**config.mk**
```make
export PLATFORM = sky130hd
export DESIGN_NAME = ps2_scancode_to_ascii
export DESIGN_NICKNAME = d
export VERILOG_FILES = /design/src/rtl/ps2sc_pkg.sv /design/src/rtl/ps2_scancode_to_ascii.sv /design/src/rtl/ps2sc_key_state.sv /design/src/rtl/ps2sc_xlate.sv
export VERILOG_INCLUDE_DIRS = /design/src /design/src/rtl
export SDC_FILE = /design/constraint.sdc
export NUM_CORES = 1
export LEC_CHECK = 0
export ABC_CLOCK_PERIOD_IN_PS = 2000
export BUFFER_PORTS_ARGS = -buffer_cell sky130_fd_sc_hd__buf_2
export CORE_ASPECT_RATIO = 1.5
export CORE_MARGIN = 2
export CORE_UTILIZATION = 45
export CTS_CLUSTER_SIZE = 25
export DETAILED_ROUTE_END_ITERATION = 10
export GPL_ROUTABILITY_DRIVEN = 0
export RECOVER_POWER = 100
export SETUP_SLACK_MARGIN = 0.5
export SYNTH_ARGS = -nofsm -noshare
export SYNTH_HDL_FRONTEND = slang
export SYNTH_SLANG_ARGS = --single-unit
```
**constraint.sdc**
```tcl
create_clock -name clock -period 2 [get_ports clock]
set_input_delay 0.2 -clock clock [delete_from_list [all_inputs] [get_ports clock]]
set_output_delay 0.2 -clock clock [all_outputs]
set_load 0.05 [all_outputs]
```
**src/rtl/assert_macros.svh**
```systemverilog
// Assertion macros shared by the PS/2 scan code translator RTL.
// No dependencies; included by the modules that carry assertions.
`ifndef ASSERT_MACROS_SVH
`define ASSERT_MACROS_SVH

// The consequent must hold in the same cycle as the antecedent.
`define ASSERT_SAME(label, clk, rst, ante, cons) \
   label: assert property (@(posedge clk) disable iff (rst) (ante) |-> (cons)) \
      else $error("assertion failed");

// The consequent must hold in the cycle after the antecedent.
`define ASSERT_NEXT(label, clk, rst, ante, cons) \
   label: assert property (@(posedge clk) disable iff (rst) (ante) |=> (cons)) \
      else $error("assertion failed");

`endif

```
**src/rtl/ps2sc_pkg.sv**
```systemverilog
// Package for the PS/2 scan code set 2 to ASCII translator.
// Holds scan code constants, the key state flag type and the character tables.
package ps2sc_pkg;

   localparam logic [7:0] CODE_EXT    = 8'hE0;
   localparam logic [7:0] CODE_REL    = 8'hF0;
   localparam logic [7:0] CODE_CAPS   = 8'h58;
   localparam logic [7:0] CODE_LSHIFT = 8'h12;
   localparam logic [7:0] CODE_RSHIFT = 8'h59;
   localparam logic [7:0] CODE_MOD11  = 8'h11;

   typedef struct packed {
      logic release_pending;
      logic extended_pending;
      logic caps_lock;
      logic shift_down;
      logic mod11_down;
   } flags_type;

   function automatic logic [6:0] base_char(input logic [7:0] code);
      logic [6:0] ch;
      unique case (code)
         8'h76: ch = 7'h1B;
         8'h0E: ch = 7'h60;
         8'h16: ch = 7'h31;
         8'h1E: ch = 7'h32;
         8'h26: ch = 7'h33;
         8'h25: ch = 7'h34;
         8'h2E: ch = 7'h35;
         8'h36: ch = 7'h36;
         8'h3D: ch = 7'h37;
         8'h3E: ch = 7'h38;
         8'h46: ch = 7'h39;
         8'h45: ch = 7'h30;
         8'h4E: ch = 7'h2D;
         8'h55: ch = 7'h3D;
         8'h66: ch = 7'h08;
         8'h0D: ch = 7'h09;
         8'h15: ch = 7'h71;
         8'h1D: ch = 7'h77;
         8'h24: ch = 7'h65;
         8'h2D: ch = 7'h72;
         8'h2C: ch = 7'h74;
         8'h35: ch = 7'h79;
         8'h3C: ch = 7'h75;
         8'h43: ch = 7'h69;
         8'h44: ch = 7'h6F;
         8'h4D: ch = 7'h70;
         8'h54: ch = 7'h5B;
         8'h5B: ch = 7'h5D;
         8'h5D: ch = 7'h5C;
         8'h1C: ch = 7'h61;
         8'h1B: ch = 7'h73;
         8'h23: ch = 7'h64;
         8'h2B: ch = 7'h66;
         8'h34: ch = 7'h67;
         8'h33: ch = 7'h68;
         8'h3B: ch = 7'h6A;
         8'h42: ch = 7'h6B;
         8'h4B: ch = 7'h6C;
         8'h4C: ch = 7'h3B;
         8'h52: ch = 7'h27;
         8'h5A: ch = 7'h0A;
         8'h1A: ch = 7'h7A;
         8'h22: ch = 7'h78;
         8'h21: ch = 7'h63;
         8'h2A: ch = 7'h76;
         8'h32: ch = 7'h62;
         8'h31: ch = 7'h6E;
         8'h3A: ch = 7'h6D;
         8'h41: ch = 7'h2C;
         8'h49: ch = 7'h2E;
         8'h4A: ch = 7'h2F;
         8'h29: ch = 7'h20;
         default: ch = 7'h00;
      endcase
      return ch;
   endfunction

   function automatic logic [6:0] alt_char(input logic [7:0] code);
      logic [6:0] ch;
      unique case (code)
         8'h0E: ch = 7'h7E;
         8'h16: ch = 7'h21;
         8'h1E: ch = 7'h40;
         8'h26: ch = 7'h23;
         8'h25: ch = 7'h24;
         8'h2E: ch = 7'h25;
         8'h36: ch = 7'h5E;
         8'h3D: ch = 7'h26;
         8'h3E: ch = 7'h2A;
         8'h46: ch = 7'h28;
         8'h45: ch = 7'h29;
         8'h4E: ch = 7'h5F;
         8'h55: ch = 7'h2B;
         8'h15: ch = 7'h51;
         8'h1D: ch = 7'h57;
         8'h24: ch = 7'h45;
         8'h2D: ch = 7'h52;
         8'h2C: ch = 7'h54;
         8'h35: ch = 7'h59;
         8'h3C: ch = 7'h55;
         8'h43: ch = 7'h49;
         8'h44: ch = 7'h4F;
         8'h4D: ch = 7'h50;
         8'h54: ch = 7'h7B;
         8'h5B: ch = 7'h7D;
         8'h5D: ch = 7'h7C;
         8'h1C: ch = 7'h41;
         8'h1B: ch = 7'h53;
         8'h23: ch = 7'h44;
         8'h2B: ch = 7'h46;
         8'h34: ch = 7'h47;
         8'h33: ch = 7'h48;
         8'h3B: ch = 7'h4A;
         8'h42: ch = 7'h4B;
         8'h4B: ch = 7'h4C;
         8'h4C: ch = 7'h3A;
         8'h52: ch = 7'h22;
         8'h1A: ch = 7'h5A;
         8'h22: ch = 7'h58;
         8'h21: ch = 7'h43;
         8'h2A: ch = 7'h56;
         8'h32: ch = 7'h42;
         8'h31: ch = 7'h4E;
         8'h3A: ch = 7'h4D;
         8'h41: ch = 7'h3C;
         8'h49: ch = 7'h3E;
         8'h4A: ch = 7'h3F;
         default: ch = 7'h00;
      endcase
      return ch;
   endfunction

endpackage

```
**src/rtl/ps2_scancode_to_ascii.sv**
```systemverilog
// Top level of the PS/2 scan code set 2 to ASCII translator.
// Depends on ps2sc_pkg, ps2sc_key_state, ps2sc_xlate and assert_macros.svh.
// An accepted request waits in the input register until the response register is free.
// One transaction per cycle while rsp_ready is high; the two registers decouple the sides.
// A synchronous reset clears all key flags and both valid registers.
`include "assert_macros.svh"
module ps2_scancode_to_ascii (
   input  logic       clock,
   input  logic       reset,
   input  logic       req_valid,
   output logic       req_ready,
   input  logic [7:0] req_scan_byte,
   output logic       rsp_valid,
   input  logic       rsp_ready,
   output logic [6:0] rsp_ascii_char,
   output logic       rsp_shift_held,
   output logic       rsp_caps_active,
   output logic       rsp_mod11_held
);
   import ps2sc_pkg::*;

   logic       in_valid_ff;
   logic [7:0] scan_ff;
   logic       rsp_valid_ff;
   logic [6:0] ascii_ff;
   logic       shift_ff;
   logic       caps_ff;
   logic       mod11_ff;
   logic       advance;
   logic [6:0] ascii_in;
   flags_type  flags_ff;
   flags_type  flags_in;

   assign advance   = in_valid_ff && (!rsp_valid_ff || rsp_ready);
   assign req_ready = !in_valid_ff || advance;

   ps2sc_key_state u_key_state (
      .clock    (clock),
      .reset    (reset),
      .step     (advance),
      .code     (scan_ff),
      .flags_ff (flags_ff),
      .flags_in (flags_in)
   );

   ps2sc_xlate u_xlate (
      .code  (scan_ff),
      .flags (flags_ff),
      .ascii (ascii_in)
   );

   always_ff @(posedge clock) begin
      if (reset) begin
         in_valid_ff  <= 1'b0;
         rsp_valid_ff <= 1'b0;
      end else begin
         if (req_ready) begin
            in_valid_ff <= req_valid;
         end
         if (advance) begin
            rsp_valid_ff <= 1'b1;
         end else if (rsp_ready) begin
            rsp_valid_ff <= 1'b0;
         end
      end
   end

   always_ff @(posedge clock) begin
      if (req_valid && req_ready) begin
         scan_ff <= req_scan_byte;
      end
      if (advance) begin
         ascii_ff <= ascii_in;
         shift_ff <= flags_in.shift_down;
         caps_ff  <= flags_in.caps_lock;
         mod11_ff <= flags_in.mod11_down;
      end
   end

   assign rsp_valid       = rsp_valid_ff;
   assign rsp_ascii_char  = ascii_ff;
   assign rsp_shift_held  = shift_ff;
   assign rsp_caps_active = caps_ff;
   assign rsp_mod11_held  = mod11_ff;

   `ASSERT_NEXT(a_release_no_char, clock, reset, advance && flags_ff.release_pending,
                rsp_valid_ff && ascii_ff == 7'h00)
   `ASSERT_SAME(a_flags_match, clock, reset, rsp_valid_ff,
                shift_ff == flags_ff.shift_down && caps_ff == flags_ff.caps_lock)
   `ASSERT_NEXT(a_stall_holds, clock, reset, rsp_valid_ff && !rsp_ready,
                rsp_valid_ff && $stable(ascii_ff))

endmodule

```
**src/rtl/ps2sc_key_state.sv**
```systemverilog
// Key state flags of the translator: prefixes, caps lock, shift and key 0x11.
// Depends on ps2sc_pkg and assert_macros.svh.
`include "assert_macros.svh"
module ps2sc_key_state (
   input  logic                 clock,
   input  logic                 reset,
   input  logic                 step,
   input  logic [7:0]           code,
   output ps2sc_pkg::flags_type flags_ff,
   output ps2sc_pkg::flags_type flags_in
);
   import ps2sc_pkg::*;

   always_comb begin
      flags_in = flags_ff;
      if (code == CODE_REL) begin
         flags_in.release_pending = 1'b1;
      end else begin
         priority if (code == CODE_EXT) begin
            flags_in.extended_pending = 1'b1;
         end else if (code == CODE_CAPS) begin
            if (!flags_ff.release_pending) begin
               flags_in.caps_lock = !flags_ff.caps_lock;
            end
         end else if (code == CODE_LSHIFT || code == CODE_RSHIFT) begin
            flags_in.shift_down = !flags_ff.release_pending;
         end else if (code == CODE_MOD11) begin
            flags_in.mod11_down = !flags_ff.release_pending;
         end else begin
            flags_in.extended_pending = 1'b0;
         end
         flags_in.release_pending = 1'b0;
         if (code != CODE_EXT) begin
            flags_in.extended_pending = 1'b0;
         end
      end
   end

   always_ff @(posedge clock) begin
      if (reset) begin
         flags_ff <= '0;
      end else if (step) begin
         flags_ff <= flags_in;
      end
   end

   `ASSERT_NEXT(a_rel_sets, clock, reset, step && code == CODE_REL,
                flags_ff.release_pending)
   `ASSERT_NEXT(a_ext_sets, clock, reset, step && code == CODE_EXT,
                flags_ff.extended_pending && !flags_ff.release_pending)
   `ASSERT_NEXT(a_idle_holds, clock, reset, !step, $stable(flags_ff))
   `ASSERT_NEXT(a_caps_toggle, clock, reset,
                step && code == CODE_CAPS && !flags_ff.release_pending,
                flags_ff.caps_lock != $past(flags_ff.caps_lock))

endmodule

```
**src/rtl/ps2sc_xlate.sv**
```systemverilog
// Character lookup: maps a scan code and the current flags to an ASCII code.
// Depends on ps2sc_pkg.
module ps2sc_xlate (
   input  logic [7:0]           code,
   input  ps2sc_pkg::flags_type flags,
   output logic [6:0]           ascii
);
   import ps2sc_pkg::*;

   logic [6:0] base_ch;
   logic [6:0] alt_ch;

   always_comb begin
      base_ch = base_char(code);
      alt_ch  = alt_char(code);
      ascii   = 7'h00;
      if (!flags.release_pending) begin
         if ((flags.caps_lock != flags.shift_down) && alt_ch != 7'h00) begin
            ascii = alt_ch;
         end else begin
            ascii = base_ch;
         end
      end
   end

endmodule

```
==> results of run 1 <==
## critical path, stage by stage (launching register included)
cell	delay [ns]
dfxtp_4	0.34
and3b_2	0.27
buf_4	0.17
o21ai_0	0.38
o21a_1	0.32
buf_4	0.17
o2111ai_2	0.15
a21oi_1	0.24
o22ai_2	0.10
## cell families after synthesis
| family | after synthesis | synth area share, % |
|---|---|---|
| XOR/XNOR | 10 | 2.23 |
| buffers and inverters | 60 | 7.40 |
| adder cells (fa/ha/maj) | 3 | 0.893 |
| multiplexers | 24 | 6.99 |
| AO/OA/AOI/OAI | 181 | 32.5 |
| flip-flops | 38 | 24.0 |
| AND/OR/NAND/NOR | 201 | 26.0 |
## Yosys cell counts (4+ instances only)
cell,count
dfxtp_1,20
or2_2,5
nand2_1,56
o21a_1,4
o211ai_1,18
nor2_1,50
a211oi_1,8
inv_1,10
o22ai_1,7
nand2b_1,20
nor2b_1,7
nand3_1,16
xnor2_1,9
a21oi_1,27
a31oi_1,7
or4_1,4
o311ai_0,5
mux2i_1,20
o32ai_1,7
o31ai_1,6
o21ai_0,37
buf_2,17
clkbuf_1,21
nor3_1,15
edfxtp_1,18
or3_1,4
a311oi_1,5
nand4b_1,5
a221oi_1,5
a22oi_1,5
## routing by layer
metal  global-route usage (%)  vias to the layer above  part of all wire (%)
li1                         -                     2254                     -
met1                     41.7                     2431                    34
met2                     62.9                      422                    48
met3                     6.34                      144                   9.0
met4                     23.0                        0                   8.4
met5                        0                        -                     0
## worst min-delay path by stage
stage,from,endpoint,slack (ns),depth (start not counted)
after detailed placement,req_scan_byte[7],scan_ff[7],0.39,1
after floorplan,reset,rsp_valid,0.26,1
final,req_scan_byte[7],scan_ff[7],0.09,1
after global placement,req_scan_byte[7],scan_ff[7],0.38,1
after CTS,req_scan_byte[7],scan_ff[7],0.1,1
after global routing,req_scan_byte[7],scan_ff[7],0.11,1
## timing repair
action | 4_1_cts | 5_1_grt
pin swaps | 24 | 24
endpoints found under the hold margin | 0 | 0
gates cloned | 2 | 1
endpoints found under the setup margin | 31 | 42
setup buffers | 16 | 10
gates resized for setup | 65 | 49
## through the flow
stage               power (mW)  worst slack, ns
floorplan                 1.67          0.00927
global placement          2.17           -0.214
detailed placement        2.18           -0.250
global route              3.58           -0.317
CTS                       3.33           -0.131
finish                    3.50           -0.306
## cell type report
cell class / instances / area [um2]
Multi-Input combinational cell: 419 / 3190
Fill cell: 639 / 2360
Timing Repair Buffer: 183 / 1550
Sequential cell: 38 / 946
Tap cell: 107 / 134
Clock buffer: 5 / 125
Inverter: 13 / 81.3
Clock inverter: 3 / 63.8
Timing Repair inverter: 2 / 17.5
## cells in the final DEF, fill, tap and decap left out, types with 5 or more instances in the layout
master     synthesis  layout
a21oi_1           27      22
nand2_2            0       5
nand2_1           56      50
mux2i_2            1       6
or2_2              5       5
o21ai_0           37      28
dfxtp_1           20      18
inv_1             10       8
xnor2_1            9       7
nor3_2             0       5
edfxtp_1          18      18
clkbuf_1          21       6
nor3_1            15       9
o211ai_1          18      18
mux2i_1           20      14
clkbuf_16          0       5
a211oi_1           8       5
a21oi_2            0       5
buf_4              3     127
buf_12             0      11
o21ai_1            3       7
nand3_1           16      15
nor2_1            50      47
nand4b_1           5       5
buf_2             17      19
buf_6              3      16
nand2b_1          20      18
nor2b_1            7       5
a311oi_2           0       5
o22ai_1            7       6
## power groups by stage
stage / Sequential [mW] / Clock [mW] / Combinational, mW
floorplan: 0.981 / 0 / 0.691
global placement: 0.941 / 0 / 1.22
detailed placement: 0.944 / 0 / 1.23
CTS: 0.933 / 1.02 / 1.38
global route: 0.943 / 1.05 / 1.59
finish: 0.936 / 1.03 / 1.53
==> out/summary.txt, run 1 <==
Net Count, Synth: 531
top cell type's share of synthesized area: 13.8%
layout cell share with drive strength beyond 1: 44.0%
Synth Flop Type: dfxtp_1
row cnt: 41
DR vias: 5,251
initial antenna violation count: 0
internal power: 2.27 mW
DP Cell Count: 733
Yosys warnings: 0
Final Util: 72.1%
Least-Margin Pin Slew: 0.758 ns
max cap viols: 0
DP HPWL: 13,000 um
total global routing overflow: 0
setup TNS: -2.20 ns
CP Data Required Time: 2.15 ns
Critical Path Source: rsp_valid
Iter 0 DRT Violations: 779
Vias/cell: 6.82
Die Y: 118 um
GRT Total Usage: 37.0%
Clk pwr share: 29.4%
Netlist cell types: 76
final-report hold violation count: 0
core area: 8460 um2
Hold WC Path Type: input port to flop
first-pass GRT wire length: 26,900 um
crit path launch type: flop
Post-synth EDFFs: 18
Fmax achieved: 434 MHz
cell taking the most area after synthesis: edfxtp_1
status: finished with violations
maximum vdd drop: 0.457 mV
Max Slew Vio Count: 0
antenna-violating nets left: 0
WP data arrival: 2.45 ns
Mapped Area: 3920 um2
Pre-antenna DRT Iters: 6
Worst-path clk slew: 0.06 ns
Final #Nets: 676
Avg WL per Cell: 24.1 um
R2R cell count: 8
Remaining DRCs: 0
CTS Hold Bufs: 0
final critical-path share of the clock period: 115%
Leak Pwr: 2.39 nW
Die ar.: 9490 um2
Mapped Cells: 517
worst r2r src: rsp_valid
Hold Slack: 0.0949 ns
die width: 80.2 um
Clock Skew: 0.0108 ns
internal reg-to-reg setup slack: -0.31 ns
vias in the first global route: 4,984
sequential-to-total area share from yosys stat: 24.0%
clock period minus worst slack: 2.31 ns
fin cells: 770
Setup crit end kind: flop
CP Max Fanout: 4
combinational share of power: 43.8%
CTS max path bufs: 2
failing checks: setup timing
CTS tree: yes
top cells by area, synth: edfxtp_1 14%, dfxtp_1 10%, nand2_1 5.4%
Diodes inserted: 0
fin area: 6100 um2
Root Driver: clkbuf_16
Power Density: 573 nW/um2
WS Path Type: flop to flop
Post-Route WL: 18,500 um
syn avg cell area: 7.58 um2
Final setup viols: 14
Sequential Power Share: 26.8%
setup ws final: -0.306 ns
TritonCTS Buffers: 5
area post-placement: 5160 um2
RSZ-0062 raised after global routing: true
initial core utilization: 46.3%
Switching Share: 35.1%
worst skew pair latency: 0.29 ns
H-tree levels: 2
clk sinks: 38
worst relative slew slack: 49.5%
largest net degree at the start of global routing: 22
IO Count: 24
Synth async-reset ratio: 0%
area grow syn2layout: 55.7%
Psw: 1.23 mW
Yosys reg bits: 38
PortBufs: 23
Note: power is estimated with default switching activity, not from simulation.
==> run 2, diff against run 1 <==
--- a/config.mk
+++ b/config.mk
@@ -6,6 +6,7 @@
 export SDC_FILE = /design/constraint.sdc
 export NUM_CORES = 1
 export LEC_CHECK = 0
+export ABC_AREA = 1
 export ABC_CLOCK_PERIOD_IN_PS = 2000
 export BUFFER_PORTS_ARGS = -buffer_cell sky130_fd_sc_hd__buf_2
 export CORE_ASPECT_RATIO = 1.5
@@ -14,6 +15,7 @@
 export CTS_CLUSTER_SIZE = 25
 export DETAILED_ROUTE_END_ITERATION = 10
 export GPL_ROUTABILITY_DRIVEN = 0
+export PLACE_DENSITY = 0.66
 export RECOVER_POWER = 100
 export SETUP_SLACK_MARGIN = 0.5
 export SYNTH_ARGS = -nofsm -noshare
==> run 2 against run 1 <==
  * The flow now finishes without violations
  * Total power decreased by 25%
  * Count of clock-buffer cells in the layout grew 2
  * Worst hold slack worse by 0.015 ns
  * Synthesized cell count decreased by 21%
  * Critical path type unchanged
==> out/summary.txt, run 2 <==
worst relative slew slack: 57.2%
layout cell share with drive strength beyond 1: 29.6%
WS Path Type: flop to flop
Commonest cells post-synth: 144 x nand2_1, 51 x nand3_1, 41 x inv_1, 31 x nor2_1, 26 x a21oi_1
RSZ-0062 raised after global routing: true
final-report hold violation count: 0
Max Slew Vio Count: 0
Hold Slack: 0.0795 ns
Die Y: 98.2 um
DP HPWL: 6300 um
maximum vdd drop: 0.283 mV
DR vias: 3,215
Die ar.: 6560 um2
sequential-to-total area share from yosys stat: 35.4%
Avg WL per Cell: 16.4 um
status: completed
crit path launch type: flop
final critical-path share of the clock period: 92.9%
commonest non-fill, non-tap cells in the layout: 121 x nand2_1, 39 x inv_1, 37 x nand3_1
internal power: 1.70 mW
grt met1 use: 31.2%
most common cell after layout, fill and taps aside: nand2_1
Mapped Cells: 411
WP data arrival: 2.10 ns
met2 GRT Util: 52.7%
core area: 5740 um2
first-pass GRT wire length: 14,600 um
Worst-path clk slew: 0.08 ns
DP Cell Count: 517
Least-Margin Pin Slew: 0.642 ns
Switching Share: 35.0%
GRT Total Usage: 29.0%
row cnt: 34
Hold WC Path Type: input port to flop
Diodes inserted: 0
Mapped Area: 2660 um2
top cells by area, synth: edfxtp_1 20%, nand2_1 20%, dfxtp_1 15%
Final #Nets: 492
die width: 66.8 um
top-count cell post-synth: nand2_1
worst skew pair latency: 0.29 ns
Power Density: 701 nW/um2
vias in the first global route: 3,189
CP Data Required Time: 2.24 ns
Iter 0 DRT Violations: 191
CTS max path bufs: 2
top cell type's share of synthesized area: 20.3%
Clock Skew: 0.00748 ns
Remaining DRCs: 0
Netlist cell types: 32
clock period minus worst slack: 1.86 ns
syn avg cell area: 6.48 um2
largest net degree at the start of global routing: 19
TritonCTS Buffers: 5
Vias/cell: 5.83
Leak Pwr: 1.74 nW
Pre-antenna DRT Iters: 6
GRT busiest layer: met2
H-tree levels: 2
IO Count: 24
Setup crit end kind: flop
Yosys reg bits: 38
met3 Resource Use GR: 3.11%
fin cells: 551
Post-synth EDFFs: 18
Fmax achieved: 538 MHz
Clk pwr share: 29.2%
Net Count, Synth: 425
CTS Hold Bufs: 0
Synth async-reset ratio: 0%
max cap viols: 0
CTS tree: yes
PortBufs: 23
Post-Route WL: 9060 um
clk sinks: 38
CP Max Fanout: 6
combinational share of power: 34.9%
Synth Flop Type: dfxtp_1
Psw: 914 uW
Final setup viols: 0
initial core utilization: 46.3%
initial antenna violation count: 0
Root Driver: clkbuf_8
cell taking the most area after synthesis: edfxtp_1
area grow syn2layout: 40.2%
Sequential Power Share: 35.9%
Yosys warnings: 0
antenna-violating nets left: 0
total global routing overflow: 0
Final Util: 64.9%
## run 2: cell count changes in the layout (fill, tap and decap cells not counted), sizes merged, moves of 8 or more
cell    previous run  this run
nor2              52        35
xnor2              9         0
o21ai             40        24
nand2b            20         0
mux2i             23         0
buf              176        46
nand2             57       152
clkbuf            11        30
a211oi             9         1
nor3              17         5
nand3             16        52
inv               14        44
o211ai            21         8
## run 2: kinds of logic (layout without fill, tap and decap cells)
kind of cell,count (synthesis),after routing,share of synthesized area (%)
fa+ha+maj,2,2,0.940
xor+xnor,2,2,0.658
simple gates,248,250,39.7
buf+inv,55,121,8.74
compound gates,66,66,14.6
flops,38,38,35.4
## run 2: metrics by stage
| stage | setup slack (ns) | power [mW] | area (um2) | TNS, ns |
|---|---|---|---|---|
| 2_1_floorplan | 0.0835 | 1.44 | 2750 | 0 |
| 3_3_place_gp | -0.0244 | 1.64 | 3040 | -0.0532 |
| 3_5_place_dp | -0.0150 | 1.65 | 3040 | -0.0226 |
| 4_1_cts | 0.192 | 2.53 | 3540 | 0 |
| 5_1_grt | 0.0219 | 2.73 | 3730 | 0 |
| 6_report | 0.142 | 2.61 | 3730 | 0 |
## run 2: layout make-up
class,count,area (um2)
fill,519,2010
sequential,38,946
tap,72,90.1
multi-input combinational,320,1880
inverter,44,180
timing repair buffer,69,493
clock inverter,1,30.0
clock buffer,7,108
## run 2: worst paths after layout
path                                        from                 to  slack (ns)  cells after the start
worst min register to register              flop  rsp_ascii_char[4]        0.56                      2
worst min-delay path            req_scan_byte[7]         scan_ff[7]        0.08                      1
worst max-delay path                   rsp_valid               flop        0.14                     14
worst max register to register         rsp_valid               flop        0.14                     14
## run 2: routing by layer
| metal | part of all wire, % | up-vias | wire length (um) |
|---|---|---|---|
| met1 | 36 | 1478 | 3220 |
| met4 | 5.1 | 0 | 458 |
| met3 | 7.1 | 54 | 642 |
| met5 | 0 | - | 0 |
| met2 | 52 | 184 | 4740 |
| li1 | - | 1499 | - |
## run 2: power by group through the flow
stage                     Clock (mW)  Combinational, mW  Sequential, mW
after floorplan                    0              0.448           0.995
after global placement             0              0.693           0.951
after detailed placement           0              0.693           0.953
after CTS                      0.776              0.808           0.942
after global routing           0.792              0.986           0.948
final                          0.764              0.911           0.939
## run 2: what timing repair did
| action | in CTS | in global routing |
|---|---|---|
| endpoints found under the setup margin | 21 | 26 |
| setup buffers | 11 | 12 |
| resized for setup | 69 | 39 |
| cloned | 3 | 0 |
| pin swaps | 17 | 17 |
## run 2: worst max-delay path, stage by stage, from the launching register on
cell and delay [ns]:
dfxtp_4 0.36, nand3_4 0.14, buf_6 0.14, nand3_1 0.08, nand2_2 0.18, nand2_4 0.10, nor2_4 0.16, nand2_1 0.14
inv_1 0.12, nand2_1 0.08, nand3_1 0.08, nand2_1 0.05, nand2_1 0.06, nand2_1 0.05, nand2_1 0.05
==> run 3, diff against run 2 <==
--- a/config.mk
+++ b/config.mk
@@ -8,7 +8,7 @@
 export LEC_CHECK = 0
 export ABC_AREA = 1
 export ABC_CLOCK_PERIOD_IN_PS = 2000
-export BUFFER_PORTS_ARGS = -buffer_cell sky130_fd_sc_hd__buf_2
+export BUFFER_PORTS_ARGS = -buffer_cell sky130_fd_sc_hd__clkbuf_2
 export CORE_ASPECT_RATIO = 1.5
 export CORE_MARGIN = 2
 export CORE_UTILIZATION = 45
==> run 3 against run 2 <==
  * Total power fell by 5.1%
  * Worst hold slack improved by 0.0081 ns
  * Flip-flop and latch count did not move
  * Largest cell class unchanged
  * Combinational power rose by 13%
  * Critical path depth fell by 4
  * Register-to-register slack barely moved
  * Clock skew fell by 0.0057 ns
  * Cell count rose by 2.9%
  * Core utilization rose by 4.1 points
==> out/summary.txt, run 3 (synthesis gave the netlist of run 2 again) <==
status: completed
DP Cell Count: 515
WHS Path Cells: 1
Max Slew Vio Count: 0
crit-path max cell delay: 0.35 ns
row cnt: 34
DR vias: 3,315
Hold WC Path Type: input port to flop
Remaining DRCs: 0
initial antenna violation count: 0
Clk pwr share: 20.6%
CTS max path bufs: 2
Worst-path clk slew: 0.07 ns
core area: 5740 um2
WS Path Type: flop to flop
crit path buf inv count: 1
fin area: 3970 um2
Power Density: 626 nW/um2
largest net degree at the start of global routing: 15
Diodes inserted: 0
Pre-antenna DRT Iters: 8
Leak Pwr: 1.84 nW
most common cell after layout, fill and taps aside: nand2_1
CP Data Required Time: 2.23 ns
combinational share of power: 41.5%
CP delay by family, top: simple AND/OR/NAND/NOR gates
Vias/cell: 5.85
first-pass GRT wire length: 15,000 um
area post-placement: 3010 um2
H-tree levels: 2
Clock Skew: 0.00175 ns
antenna-violating nets left: 0
met2 GRT Util: 51.0%
worst r2r src: in_valid_ff
total global routing overflow: 0
Switching Share: 38.7%
Critical Path Source: in_valid_ff
DP HPWL: 6240 um
PortBufs: 23
area grow syn2layout: 49.0%
IO Count: 24
maximum vdd drop: 0.379 mV
grt met1 use: 32.3%
RSZ-0062 raised after global routing: true
vias in the first global route: 3,211
fin cells: 567
CTS tree: yes
Post-Route WL: 9760 um
clk sinks: 38
GRT Total Usage: 30.0%
Fmax achieved: 539 MHz
TritonCTS Buffers: 5
CP Max Fanout: 8
CP Cell Sequence: nand3_4 > nand2_8 > nand2_1 > nand2_4 > nand2_4 > nor2_4 > buf_4 > nand2_1 > nor3_2 > nand3b_1
Least-Margin Pin Slew: 0.618 ns
worst relative slew slack: 58.9%
Die Y: 98.2 um
GRT busiest layer: met2
Stages on worst setup path: 10
layout cell share with drive strength beyond 1: 38.2%
Avg WL per Cell: 17.2 um
CP max stage cell: dfxtp_2
Sequential Power Share: 37.9%
die width: 66.8 um
R2R cell count: 10
internal power: 1.52 mW
Setup crit end kind: flop
Die ar.: 6560 um2
met3 Resource Use GR: 4.15%
Final Util: 69.0%
WP data arrival: 2.08 ns
Root Driver: clkbuf_8
max cap viols: 0
initial core utilization: 46.3%
Final setup viols: 0
crit path launch type: flop
internal reg-to-reg setup slack: 0.15 ns
Iter 0 DRT Violations: 213
Psw: 960 uW
Final #Nets: 508
worst skew pair latency: 0.28 ns
final critical-path share of the clock period: 92.7%
commonest non-fill, non-tap cells in the layout: 108 x nand2_1, 38 x buf_4, 33 x inv_1
clock period minus worst slack: 1.85 ns
final-report hold violation count: 0
[run 3: cell types whose count changed in the layout (fill, tap and decap cells not counted), sizes merged]
| cell | change |
|---|---|
| inv | +1 |
| buf | +9 |
| bufinv | -1 |
| clkinv | +2 |
| clkinvlp | +1 |
| clkbuf | +5 |
| nand2 | -1 |
[run 3: worst min-delay path by stage]
stage / startpoint / to / slack, ns
global route: req_scan_byte[7] / scan_ff[7] / 0.08
global placement: req_scan_byte[7] / scan_ff[7] / 0.38
detailed placement: req_scan_byte[7] / scan_ff[7] / 0.38
finish: req_scan_byte[7] / scan_ff[7] / 0.09
floorplan: reset / rsp_valid / 0.26
CTS: req_scan_byte[7] / scan_ff[7] / 0.08
[run 3: power by group through the flow]
| stage | Clock (mW) | Sequential, mW | Combinational (mW) |
|---|---|---|---|
| floorplan | 0 | 0.995 | 0.448 |
| global placement | 0 | 0.953 | 0.679 |
| detailed placement | 0 | 0.955 | 0.679 |
| CTS | 0.514 | 0.943 | 0.886 |
| global route | 0.551 | 0.948 | 1.10 |
| finish | 0.510 | 0.940 | 1.03 |
[run 3: per-layer routing]
metal / share of wire, % / vias up / wire length (um)
li1: - / 1529 / -
met1: 33 / 1471 / 3200
met2: 50 / 239 / 4930
met3: 8.3 / 76 / 807
met4: 8.4 / 0 / 823
met5: 0 / - / 0
[run 3: per-stage QoR]
stage	power, mW	hold WS, ns	setup slack [ns]	TNS [ns]
final	2.48	0.0876	0.146	0
after global routing	2.60	0.0822	0.0331	0
after CTS	2.34	0.0840	0.211	0
after detailed placement	1.63	0.379	-0.0145	-0.0258
after global placement	1.63	0.377	0.0218	0
after floorplan	1.44	0.259	0.0835	0
[run 3: timing repair]
action | CTS | global route
hold buffers | 0 | 0
gates resized for setup | 108 | 57
pin swaps | 28 | 29
gates cloned | 3 | 0
setup endpoints to repair | 21 | 28
endpoints found under the hold margin | 0 | 0
buffers inserted | 26 | 15
[run 3: final cells by class]
class / instances / area, um2
flip-flops and latches: 38 / 946
inverters: 44 / 191
fillers: 466 / 1780
repair buffers: 84 / 639
well taps: 72 / 90.1
clock buffers: 6 / 72.6
multi-input cells: 319 / 2010
repair inverters: 2 / 10.0
clock inverters: 2 / 10.0
[run 3: worst reg2reg max path, cell delays in order (launching register included)]
cell	delay, ns
dfxtp_2	0.35
nand3_4	0.14
nand2_8	0.14
nand2_1	0.11
nand2_4	0.13
nand2_4	0.10
nor2_4	0.16
buf_4	0.14
nand2_1	0.12
nor3_2	0.26
nand3b_1	0.15
